===== config.mk =====
export PLATFORM = sky130hd
export DESIGN_NAME = sra_ram
export DESIGN_NICKNAME = d
export VERILOG_FILES = /design/src/hdl/sra_ram.sv
export SDC_FILE = /design/constraint.sdc
export NUM_CORES = 1
export LEC_CHECK = 0
export BUFFER_PORTS_ARGS = -buffer_cell sky130_fd_sc_hd__buf_2
export CAP_MARGIN = 20
export CORE_MARGIN = 8
export CORE_UTILIZATION = 45
export CTS_CLUSTER_DIAMETER = 30
export DETAILED_ROUTE_END_ITERATION = 8
export SETUP_SLACK_MARGIN = 0.05
export SLEW_MARGIN = 20
export SYNTH_ARGS = -nofsm -noshare
export SYNTH_HDL_FRONTEND = slang
export SYNTH_SLANG_ARGS = --single-unit

===== constraint.sdc =====
create_clock -name clk -period 3.55 [get_ports clk]
set_input_delay 0.355 -clock clk [delete_from_list [all_inputs] [get_ports clk]]
set_output_delay 0.355 -clock clk [all_outputs]
set_load 0.005 [all_outputs]

===== src/hdl/sra_ram.sv =====
// ============================================================================
// sra_ram
// Generic single-write, single-read RAM with a registered read port.
// ============================================================================
module sra_ram #(
    parameter int   WIDTH  = 32,
    parameter int   DEPTH  = 32,
    localparam int  ADDR_W = (DEPTH > 1) ? $clog2(DEPTH) : 1
) (
    input  logic              clk,
    input  logic              we,
    input  logic [ADDR_W-1:0] waddr,
    input  logic [WIDTH-1:0]  wdata,
    input  logic [ADDR_W-1:0] raddr,
    output logic [WIDTH-1:0]  rdata
);

    logic [WIDTH-1:0] mem [DEPTH];
    logic [WIDTH-1:0] rdata_reg;

    always_ff @(posedge clk)
    begin
        if (we)
        begin
            mem[waddr] <= wdata;
        end
        rdata_reg <= mem[raddr];
    end

    assign rdata = rdata_reg;

endmodule


# ---- Word-level counts from Yosys, hierarchy flattened
# Memory sizes are Yosys's and may differ from the RTL's. A register that Yosys moved wholly into a read port is not among the register bits.
# Index checks and enable logic that the tools add are counted.
dict set report op_classes {
  muxes 2
}
# cell n
set ops {}
lappend ops {{$mux W1} 2}
dict set report word_totals {
  register_bits 0
  mem_bits_rw 1024
  inputBits 44
  output_inout_bits 32
  n_memories 1
}
# memory words word_bits rd rd_ports_with_merged_regs wr line_no
set memory_table {}
lappend memory_table {mem 32 32 1 1 1 18} ;# logic [WIDTH-1:0] mem [DEPTH];

# ---- Depth between registers and ports, before layout
dict set report depth {
  word_depth 2
  mapped_depth 8
  mapped_depth_nobuf 5
}

# ---- Least setup slack after synthesis
# No wires, ideal clock.
dict set report synth_path {
  path_type {in2reg}
  start {in waddr[1]}
  end {mem mem[12][0], enable pin}
  setup_ns 0.421
  t_arrival_ns 2.368
  required_ns 3.129
  slack_ns 0.761
  stages 3
  n_path_buf 1
  cell_sequence {or3b_2 clkbuf_1 nor2_1}
}
# item line_no
set synth_lines {}
lappend synth_lines {{start: declaration} 12} ;# input logic [ADDR_W-1:0] waddr,
lappend synth_lines {{end: declaration} 18}
# Straight into the memory's write port.

==> results.md <==
* Outcome: finished clean
* First-pass detailed-route iteration total at 5
* Setup bufs post-CTS at 0
* Synth Area in Simple Gates at under 10%
* DR WL/cell at 26.1 um
* Clock buffer depth at 3
* Input/output buffers at 75
* Worst Setup Start Kind: input port
* Max FFs per register at 1024
* Synthesized area at a little over 0.04 mm^2
* Share of layout cells above drive strength 1 at between 10% and 20%
* Clock root buffer: clkbuf_16
* Internal power at 24.3 mW
* Net Switching at 6.81 mW
* Most used DFF post-synth: edfxtp_1
* Highest clock rate at 0.481 GHz
* Largest family of logic cells by synthesized area: multiplexers
* Seq/Total Area, Yosys at 77.5%
* Max Cap Viol at 0
* Pin count of the biggest net entering global routing at 108
* Synth warn at 0
* Clock power share at between 50% and 60%
* Clk slew on worst S/H paths at 0.05 ns
* Worst Hold Class: in -> reg
* Post-cts sizing count at 0
* Setup Total Neg Slack at 0 ns
* Sequential power share at 44.8%
* Die ar. at 0.0998 mm^2
* Hold Violations, Final at 0
* Synth cell types at 25
* Slowest Stage Delay on Critical Path at 0.55 ns
* Worst flop-to-flop path endpoint: rdata[23]
* Compound-Gate Fraction of Synth Area at 4.85%
* Final setup fails at 0
* Net Count, Synth at 2304
* Yosys top cell by area: edfxtp_1
* Clk_skew at approximately 0.02 ns
* Post-DRT Antenna Nets at 0
* Vias in the first global route at 21700
* Pwr Density at 646 mW/mm^2
* Post-cts hold buffer count at 0
* Comb pwr share at 4.3%
* Sequential cell area at 0.0314 mm^2
* Worst slew margin at about two fifths
* CP endpoint kind: flop
* Critical path class: in -> reg
* FF-to-FF path depth at 8
* Top Metal Used: met5
* Leak pwr at 17.0 nW
* Final net count at 2498
* Critical-path cell list: buf_2, and2b_4, buf_4, a22oi_1, a31oi_1, nand3_1
* DRT iter0 DRCs at 2098
* H-tree Lvls at 4
* Synth cell count leaders: 1024 x edfxtp_1, 512 x mux2i_1, 98 x nand2_1, 98 x nand3_1
* Hold path startpoint: wdata[28]
* TritonCTS clock tree: built
* Initial core utilization at between 40% and 50%
* Sw Ratio at 21.8%
* Critical path capture point: rdata[12]
* Post-synth ARST share at 0%
* Minimum clock period at 2.08 ns
* Syn avg cell area at approximately 18 um^2
* Grt total ovfl at 0
* Worst-Skew Late Latency at 0.74 ns
* I/O Pins at 76
* Worst Path Arrival at 2.63 ns
* Seq cells post-synth at 1056
* Final WL at about 100000 um
* CTS sink count at 1056
* CP max-delay cell: and2b_4
* Area delta synth->final at 19.2%
* Crit path from: raddr[2]
* Worst Path Required at between 4 and 5 ns
* Dpl hpwl at 56600 um
* Final Cycle Share at 58.6%
* Die width at 316 um
* Fill count at 6938
* Post-Place Setup Slack at 0.699 ns
* Gp weighted congestion at 0.809
* DRC viols at 0
* Maximum VDD drop at 352 uV
* Die H at 316 um
* Cells after synthesis at 2260
* Rows at 110
* Via count at 21300
* Ranking of synthesized cells by area: edfxtp_1 76%, mux2i_1 13%, a22oi_1 1.8%
* Max Slew Vio Count at 0
* R2r setup slk at 1.86 ns
* Met3 Routed Length at slightly above 7000 um
* Initial antenna violation count at 11
* Crit Path Max Fanout at 39
* Area of the multi-input gates at 0.00861 mm^2
* Most numerous cell in the Yosys netlist: edfxtp_1
* WL met1 at around 43000 um
* Vias per inst at 5.64
* Core ar. at 0.0896 mm^2
* TritonCTS buffer count at 165
* Post-synth EDFFs at 1024
* Met2 routed WL at ~47000 um
* RSZ-0062 raised after global routing: false
* Mux contribution to synthesized area at 12.7%
* Setup WS post-layout at roughly 1.5 ns
* Reg-to-reg critical path startpoint: mem[6][23]
* First-pass GRT wire length at about 140000 um
* Total track usage at ~20%
* Top-area cell type share of the netlist area at 76.0%
* Post-Synth Adder-Cell Area at 0%
* Slew @ Worst Pin at about 0.93 ns
* XOR/XNOR Fraction of Synth Area at 0%
power by group through the flow:
stage | combinational (mW) | sequential, mW | clock [mW]
6_report | 1.34 | 14.0 | 15.8
3_5_place_dp | 1.35 | 14.2 | 0
5_1_grt | 1.44 | 14.0 | 16.6
3_3_place_gp | 1.32 | 14.2 | 0
2_1_floorplan | 0.716 | 14.2 | 0
4_1_cts | 1.35 | 14.0 | 16.1
layout by cell type, fill, tap and decap left out, types with 16 or more instances in the layout:
master	Yosys	layout
a22o_1	64	64
clkinv_1	0	25
inv_6	0	16
nor3_1	32	32
nor2_4	0	33
buf_4	33	61
clkinv_2	0	18
buf_12	0	18
a22oi_1	96	96
edfxtp_1	1024	1024
mux2i_1	512	512
clkinv_4	0	18
clkbuf_16	0	166
nand3_1	98	98
bufinv_16	0	18
nand2_1	98	97
a31oi_1	32	32
clkinvlp_4	0	19
a21oi_1	96	96
dfxtp_1	32	32
buf_2	26	74
cell families after synthesis:
family / Yosys count
flip-flops: 1056
AND/OR/NAND/NOR: 277
buffers and inverters: 127
AO/OA/AOI/OAI: 288
multiplexers: 512
layer usage:
layer | up-vias | global-route usage [%]
met5 | - | 0
met4 | 6 | 5.68
li1 | 9444 | -
met3 | 148 | 4.68
met2 | 710 | 31.4
met1 | 11000 | 27.0
worst min path at each step:
| stage | end | slack, ns | cells after the start |
|---|---|---|---|
| floorplan | mem[0][0] | 0.45 | 0 |
| global placement | rdata[16] | 0.58 | 4 |
| detailed placement | rdata[17] | 0.59 | 4 |
| CTS | mem[8][28] | 0.1 | 1 |
| global route | mem[8][28] | 0.13 | 1 |
| finish | mem[8][28] | 0.14 | 1 |
final cells by class:
type	count	area share, %
Timing Repair Buffer	154	2.49
Tap cell	1176	3.05
Clock buffer	180	8.78
Multi-Input combinational cell	1077	17.8
Clock inverter	123	2.78
Antenna cell	2	0.0104
Sequential cell	1056	65.0
per-stage QoR:
step / std cells / power [mW] / hold WS (ns) / utilization, % / instance area (um^2)
after floorplan: 2260 / 14.9 / 0.454 / - / 40500
after global placement: 3462 / 15.5 / 0.580 / 47.6 / 42700
after detailed placement: 3463 / 15.6 / 0.595 / 47.6 / 42700
after CTS: 3766 / 31.4 / 0.0967 / 53.9 / 48300
after global routing: 3766 / 32.0 / 0.129 / 53.9 / 48300
final: 3768 / 31.2 / 0.140 / 53.9 / 48300
worst max-delay path, delay by kind of cell:
kind,cells,cell delay (ns)
buffers and inverters,2,0.68
AO/OA/AOI/OAI,2,0.77
AND/OR/NAND/NOR,2,0.79
No activity file was read; power rests on OpenSTA's default activity.
