===== config.mk =====
export PLATFORM = sky130hd
export DESIGN_NAME = sra_div
export DESIGN_NICKNAME = d
export VERILOG_FILES = /design/src/hdl/sra_pkg.sv /design/src/hdl/sra_div.sv
export SDC_FILE = /design/constraint.sdc
export NUM_CORES = 1
export LEC_CHECK = 0
export BUFFER_PORTS_ARGS = -buffer_cell sky130_fd_sc_hd__buf_2
export CORE_MARGIN = 2
export CORE_UTILIZATION = 47
export DETAILED_ROUTE_END_ITERATION = 10
export GPL_ROUTABILITY_DRIVEN = 0
export GPL_TIMING_DRIVEN = 1
export PLACE_DENSITY = 0.85
export SETUP_SLACK_MARGIN = 0.5
export SYNTH_ARGS = -nofsm -noshare
export SYNTH_HDL_FRONTEND = slang
export SYNTH_SLANG_ARGS = --single-unit

===== constraint.sdc =====
create_clock -name clk -period 2.15 [get_ports clk]
set_input_delay 0.215 -clock clk [delete_from_list [all_inputs] [get_ports clk]]
set_output_delay 0.215 -clock clk [all_outputs]
set_load 0.01 [all_outputs]

===== src/hdl/sra_pkg.sv =====
// ============================================================================
// sra_pkg
// Shared widths, register indexes, word types and controller states of the
// sparse row averaging block.
// ============================================================================
package sra_pkg;

    localparam int COLUMN_W    = 10;
    localparam int VALUE_W     = 32;
    localparam int SUM_W       = 48;
    localparam int COUNT_W     = 11;
    localparam int AVG_W       = 32;
    localparam int CFG_INDEX_W = 2;
    localparam int CFG_DATA_W  = 32;

    // Present marks are packed into words of MARK_W columns.
    localparam int MARK_W     = 32;
    localparam int MARK_BIT_W = 5;

    // Divider operands: magnitude of 2*sum + n, and 2*n.
    localparam int NUM_W  = SUM_W + 1;
    localparam int DEN_W  = COUNT_W + 1;
    localparam int PROD_W = VALUE_W + COUNT_W + 1;

    localparam int ROW_LENGTH_DEFAULT = 1024;
    localparam int MAX_FILES_DEFAULT  = 1024;

    localparam logic [CFG_INDEX_W-1:0] CFG_FILE_COUNT       = 2'd0;
    localparam logic [CFG_INDEX_W-1:0] CFG_THRESHOLD_VALUE  = 2'd1;
    localparam logic [CFG_INDEX_W-1:0] CFG_THRESHOLD_ENABLE = 2'd2;

    localparam logic ACT_ADD   = 1'b0;
    localparam logic ACT_DRAIN = 1'b1;

    localparam logic [COUNT_W-1:0] FILE_COUNT_RESET = 11'd1;

    localparam logic [AVG_W-1:0] AVG_MAX = 32'h7FFF_FFFF;
    localparam logic [AVG_W-1:0] AVG_MIN = 32'h8000_0000;

    typedef struct packed {
        logic                       action;
        logic [COLUMN_W-1:0]        column;
        logic signed [VALUE_W-1:0]  value;
    } item_word_t;

    typedef struct packed {
        logic                       found;
        logic [COLUMN_W-1:0]        out_column;
        logic signed [AVG_W-1:0]    average;
        logic                       kept;
        logic                       last;
    } result_word_t;

    typedef enum logic [2:0] {
        ST_IDLE,
        ST_ADD_RMW,
        ST_DRAIN_FIND,
        ST_DRAIN_SUM,
        ST_DIV,
        ST_EMIT
    } state_t;

endpackage


===== src/hdl/sra_div.sv =====
// ============================================================================
// sra_div
// Restoring unsigned divider that retires one quotient bit per cycle.
// ============================================================================
module sra_div #(
    parameter int NUM_W = sra_pkg::NUM_W,
    parameter int DEN_W = sra_pkg::DEN_W
) (
    input  logic             clk,
    input  logic             rst_n,
    input  logic             start,
    input  logic [NUM_W-1:0] numerator,
    input  logic [DEN_W-1:0] denominator,
    output logic             done,
    output logic [NUM_W-1:0] quotient
);

    localparam int CNT_W = $clog2(NUM_W + 1);

    logic [NUM_W-1:0] quo_reg;
    logic [DEN_W-1:0] rem_reg;
    logic [DEN_W-1:0] den_reg;
    logic [CNT_W-1:0] cnt_reg;
    logic             busy_reg;
    logic             done_reg;

    logic [DEN_W:0]   trial;
    logic [DEN_W:0]   diff;
    logic             fits;

    // The next numerator bit is shifted into the partial remainder each step.
    assign trial = {rem_reg, quo_reg[NUM_W-1]};
    assign diff  = trial - {1'b0, den_reg};
    assign fits  = (trial >= {1'b0, den_reg});

    always_ff @(posedge clk or negedge rst_n)
    begin
        if (!rst_n)
        begin
            busy_reg <= 1'b0;
            done_reg <= 1'b0;
            cnt_reg  <= '0;
        end
        else if (start)
        begin
            busy_reg <= 1'b1;
            done_reg <= 1'b0;
            cnt_reg  <= CNT_W'(NUM_W);
        end
        else if (busy_reg)
        begin
            cnt_reg <= cnt_reg - 1'b1;
            if (cnt_reg == CNT_W'(1))
            begin
                busy_reg <= 1'b0;
                done_reg <= 1'b1;
            end
        end
        else
        begin
            done_reg <= 1'b0;
        end
    end

    always_ff @(posedge clk)
    begin
        if (start)
        begin
            quo_reg <= numerator;
            rem_reg <= '0;
            den_reg <= denominator;
        end
        else if (busy_reg)
        begin
            quo_reg <= {quo_reg[NUM_W-2:0], fits};
            rem_reg <= fits ? diff[DEN_W-1:0] : trial[DEN_W-1:0];
        end
    end

    assign done     = done_reg;
    assign quotient = quo_reg;

endmodule


After elaboration in Yosys (flattened, before gate mapping)
Cells that the tools add are included.
{ "classes": {"n_reduce_logical": 1, "mux": 11, "order_cmp": 1, "n_addsub": 2, "n_eq_ne": 2} }
{ "op_table": {"columns": ["cell", "count"], "rows": [
  ["2-to-1 mux 49 bit", 2],
  [">= comparator 13 x 12 -> 1 bit", 1],
  ["2-to-1 mux 12 bit", 1],
  ["2-to-1 mux 6 bit", 2],
  ["subtractor 12 bit", 1],
  ["equality test 6 x 1 -> 1 bit (second input constant)", 1],
  ["2-to-1 mux 1 bit", 6],
  ["subtractor 6 x 1 -> 6 bit (second input constant)", 1],
  ["!= test 3 x 2 -> 1 bit (second input constant)", 1],
  ["nonzero test 2 bit", 1]
]} }
{ "word_totals": {"inputBits": 64, "output_inout_bits": 50, "wordCells": 23, "register_bits": 81} }

Logic depth before layout (Yosys ltp)
{ "logic_depth": {"depth_word": 4, "ltp_mapped": 9, "mapped_depth_nobuf": 9} }

Worst setup path after synthesis
No wires, ideal clock.
{ "synth_timing": {"path_kind": "reg2reg", "from": "register quo_reg[48], in the netlist quotient[48]", "to": "register rem_reg[10]", "required_time_ns": 2.028, "setup_time_ns": 0.122, "n_path_buf": 0, "stages_incl_launch_ff": 10, "slack_ns": 0.046, "t_arrival_ns": 1.982, "path_cell_list": "edfxtp_1 > inv_1 > ha_1 > fa_1 > nor2b_1 > or2_1 > a311oi_1 > a2bb2oi_1 > xor2_1 > a311o_1"} }
{ "synth_via": {"elab_chain_len": 2} }
{ "synth_lines": {"columns": ["element", "line", "rtl"], "rows": [
  ["start, declared", "sra_div.sv:20", "logic [NUM_W-1:0] quo_reg;"],
  ["start signal, assigned", "sra_div.sv:69", "quo_reg <= numerator;"],
  ["start signal, assigned", "sra_div.sv:75", "quo_reg <= {quo_reg[NUM_W-2:0], fits};"],
  ["subtractor 12 bit / >= comparator 13 x 12 -> 1 bit (equally long branches)", "sra_div.sv:33, sra_div.sv:34", null],
  ["2-to-1 mux 12 bit *", "sra_div.sv:76", "rem_reg <= fits ? diff[DEN_W-1:0] : trial[DEN_W-1:0];"],
  ["end signal, assigned", "sra_div.sv:76", null],
  ["end, declared", "sra_div.sv:21", "logic [DEN_W-1:0] rem_reg;"]
]} }
Every way passes the cells marked *; elsewhere a longest branch is shown, timed or not.
A chain may end at the register's enable or synchronous reset.

Final worst setup path
{ "layout_timing": {"from": "register den_reg[6]", "to": "register rem_reg[1]"} }
{ "layout_via": {"elab_chain_len": 2} }
{ "layout_lines": {"columns": ["element", "line", "rtl"], "rows": [
  ["start, declared", "sra_div.sv:22", "logic [DEN_W-1:0] den_reg;"],
  ["start signal, assigned", "sra_div.sv:71", "den_reg <= denominator;"],
  [">= comparator 13 x 12 -> 1 bit", "sra_div.sv:34", "assign fits = (trial >= {1'b0, den_reg});"],
  ["2-to-1 mux 12 bit", "sra_div.sv:76", null]
]} }
Every way passes these cells.

==> run metrics <==
status=complete, no violations; Distinct cells, synth=56; DR DRC count=0; Achievable Freq=476 MHz; Detail Route Antenna Nets=0; DRT iter0 DRCs=~110; Core Util, Final=0.655; final wirelength=slightly above 9000 um; Synthesis Warnings=0; reg2reg path depth=8; kind of critical path=flop to flop; leading area contributor after synthesis=edfxtp_1; Cell Count, Final, Fillers Out=550; via count=about 2900; CTS tree=built; IO Pins=114; worst slew pin tran=between 0.7 and 0.8 ns; dpl hpwl=between 5000 and 6000 um; minimum clock period=between 2 and 2.5 ns; Root Driver=clkbuf_8; Max Root-Sink Buffers=2; Seq cells post-synth=81; CORE AREA=8260 sq um; grt ovf=0; Synthesized Nets=roughly 380; # clock sinks=about 80; placed cell count=~510; critical path arrival=around 2.4 ns; Worst Hold Class=input port to flop; Leak Pwr=around 2.2 nW; vias in the first global route=approximately 2800; clk slew on worst S/H paths=approximately 0.1 ns; Slew headroom=0.529; Syn Area/Cell=about 13 sq um; WL/cell=16.5 um; GRT Total Usage=0.189; Final period util=0.977; Crit. End Element=flop; ranking of synthesized cells by area=edfxtp_1 (46%), mux2_2 (14%), dfxtp_1 (6.0%); peak supply drop=~0.55 mV; die area=roughly 9300 sq um; Die X=slightly below 100 um; slowest cell delay on critical path=~0.38 ns; initial antenna violation count=0; Final Slew Violations=0; Max Cap Violations=0; dpl cell area=between 4000 and 5000 sq um; Final Hold Fails=0; Total Power=between 3 and 4 mW; diode count=0; Post-synth EDFFs=61; skew final=roughly 0.014 ns; # nets final=519; ys async rst share=0.0988; crit path from=den_reg[6]; cell count after synthesis=about 300; layout cell share with drive strength beyond 1=0.566; Setup Viol. Count Final=0; fill cell count=roughly 630; synthesized cell area=approximately 4000 sq um; CP max-delay cell=edfxtp_1; Reg-to-Reg Start=den_reg[6]; CTS Buf Count=9; Die H=between 90 and 100 um; Seq/Total Area, Yosys=0.566; worst-path fanout max=5; PortBufs=between 100 and 150; Initial Utilization=0.486; primary flip-flop cell chosen by synthesis mapping=edfxtp_1; Rows=33; drt pass-1 iters=4; startpoint types=flop; H-tree Lvls=3; clock latency on the worst-skew pair=roughly 0.36 ns; worst path cell trace=inv_2, ha_4, and4_4, o311ai_4, a31oi_4, buf_6, nor3_1, or3_1; Finished Cell Area=between 5000 and 6000 sq um; pin count of the biggest net entering global routing=55; worst hold stages=1; PD cells=between 600 and 700 nW/um^2; first-pass GRT wire length=approximately 13000 um; worst endpoint required time=between 2 and 2.5 ns; max FFs per register=49; Via density=roughly 5.3; RSZ-0062 raised after global routing=true; Area Growth Syn to Fin=34.7%; HP Start=denominator[6]; area share of the largest cell type after synthesis=0.456
critical path, delay by kind of cell, from the launching register on:
kind / cells / cell delay, ns
adders and majority gates: 1 / 0.28
and+or+nand+nor: 3 / 0.68
AOI/OAI and AO/OA: 2 / 0.42
DFF: 1 / 0.38
buffers and inverters: 2 / 0.23
where the power goes:
part	internal, mW	switching (mW)	total (mW)	leakage, nW
clock network	0.453	0.652	1.11	0.0931
logic	0.374	0.328	0.702	1.31
registers	1.84	0.0808	1.92	0.827
total	2.66	1.06	3.72	2.23
layout by cell type (no fill, tap or decap), types with 5 or more instances in the layout:
| master | instances |
|---|---|
| a211oi_1 | 6 |
| a21oi_1 | 5 |
| nor3_1 | 7 |
| nand2_1 | 8 |
| dfxtp_1 | 12 |
| edfxtp_1 | 61 |
| inv_1 | 13 |
| dfrtp_1 | 8 |
| nor2_1 | 17 |
| ha_4 | 9 |
| xnor2_1 | 9 |
| buf_2 | 113 |
| clkbuf_8 | 9 |
| buf_6 | 5 |
| mux2_2 | 49 |
| buf_4 | 20 |
Yosys cell counts, drive strengths merged (7+ instances only):
cell type	count
dfrtp	8
a211oi	9
a21oi	8
nor3	7
xnor2	9
dfxtp	12
edfxtp	61
nand2	8
clkbuf	7
nor2	18
ha	14
mux2	50
inv	17
metrics by stage:
step | hold slack, ns | worst slack (ns) | setup TNS, ns
2_1_floorplan | -0.0806 | 0.138 | 0
3_3_place_gp | 0.0603 | 0.106 | 0
3_5_place_dp | 0.0684 | 0.0302 | 0
4_1_cts | 0.00810 | 0.0939 | 0
5_1_grt | 0.000858 | -0.0380 | -0.0642
6_report | 0.0212 | 0.0487 | 0
metal layers:
metal | share of wire | track usage | vias to the layer above | wire [um]
li1 | - | - | 1402 | -
met1 | 0.40 | 0.223 | 1414 | 3660
met2 | 0.54 | 0.334 | 83 | 4920
met3 | 0.041 | 0.0528 | 11 | 371
met4 | 0.014 | 0.0599 | 0 | 125
met5 | 0 | 0 | - | 0
area by class of cell:
type                    count  area (sq um)  share of cell area
well taps                 105           131              0.0243
flip-flops and latches     81          2270               0.420
repair buffers            143           860               0.159
inverters                  17          63.8              0.0118
multi-input cells         188          1890               0.349
clock inverters             7          71.3              0.0132
clock buffers               9           124              0.0229
final timing paths:
check                              end  slack (ns)
min in group asynchronous   cnt_reg[4]        0.23
setup reg to reg            rem_reg[1]        0.05
max in group asynchronous     busy_reg        1.75
hold / removal              den_reg[6]        0.02
setup / recovery            rem_reg[1]        0.05
hold reg to reg            rem_reg[11]        0.55
logic make-up (layout without fill, tap and decap cells):
| logic type | after synthesis | in the layout | share of synthesized area |
|---|---|---|---|
| adders and majority gates | 15 | 15 | 0.0486 |
| muxes | 56 | 56 | 0.155 |
| xor gates and xnor gates | 12 | 12 | 0.0262 |
| DFF | 81 | 81 | 0.566 |
| and+or+nand+nor | 60 | 60 | 0.0794 |
| buffers and inverters | 29 | 176 | 0.0290 |
| AOI/OAI and AO/OA | 45 | 45 | 0.0960 |
what timing repair did:
item	4_1_cts	5_1_grt
gates resized for setup	19	24
pin swaps	10	19
endpoints found under the setup margin	13	13
hold buffers	1	1
setup buffers	14	5
endpoints found under the hold margin	8	1
gates cloned	1	0
Note: power is estimated with default switching activity, not from simulation.
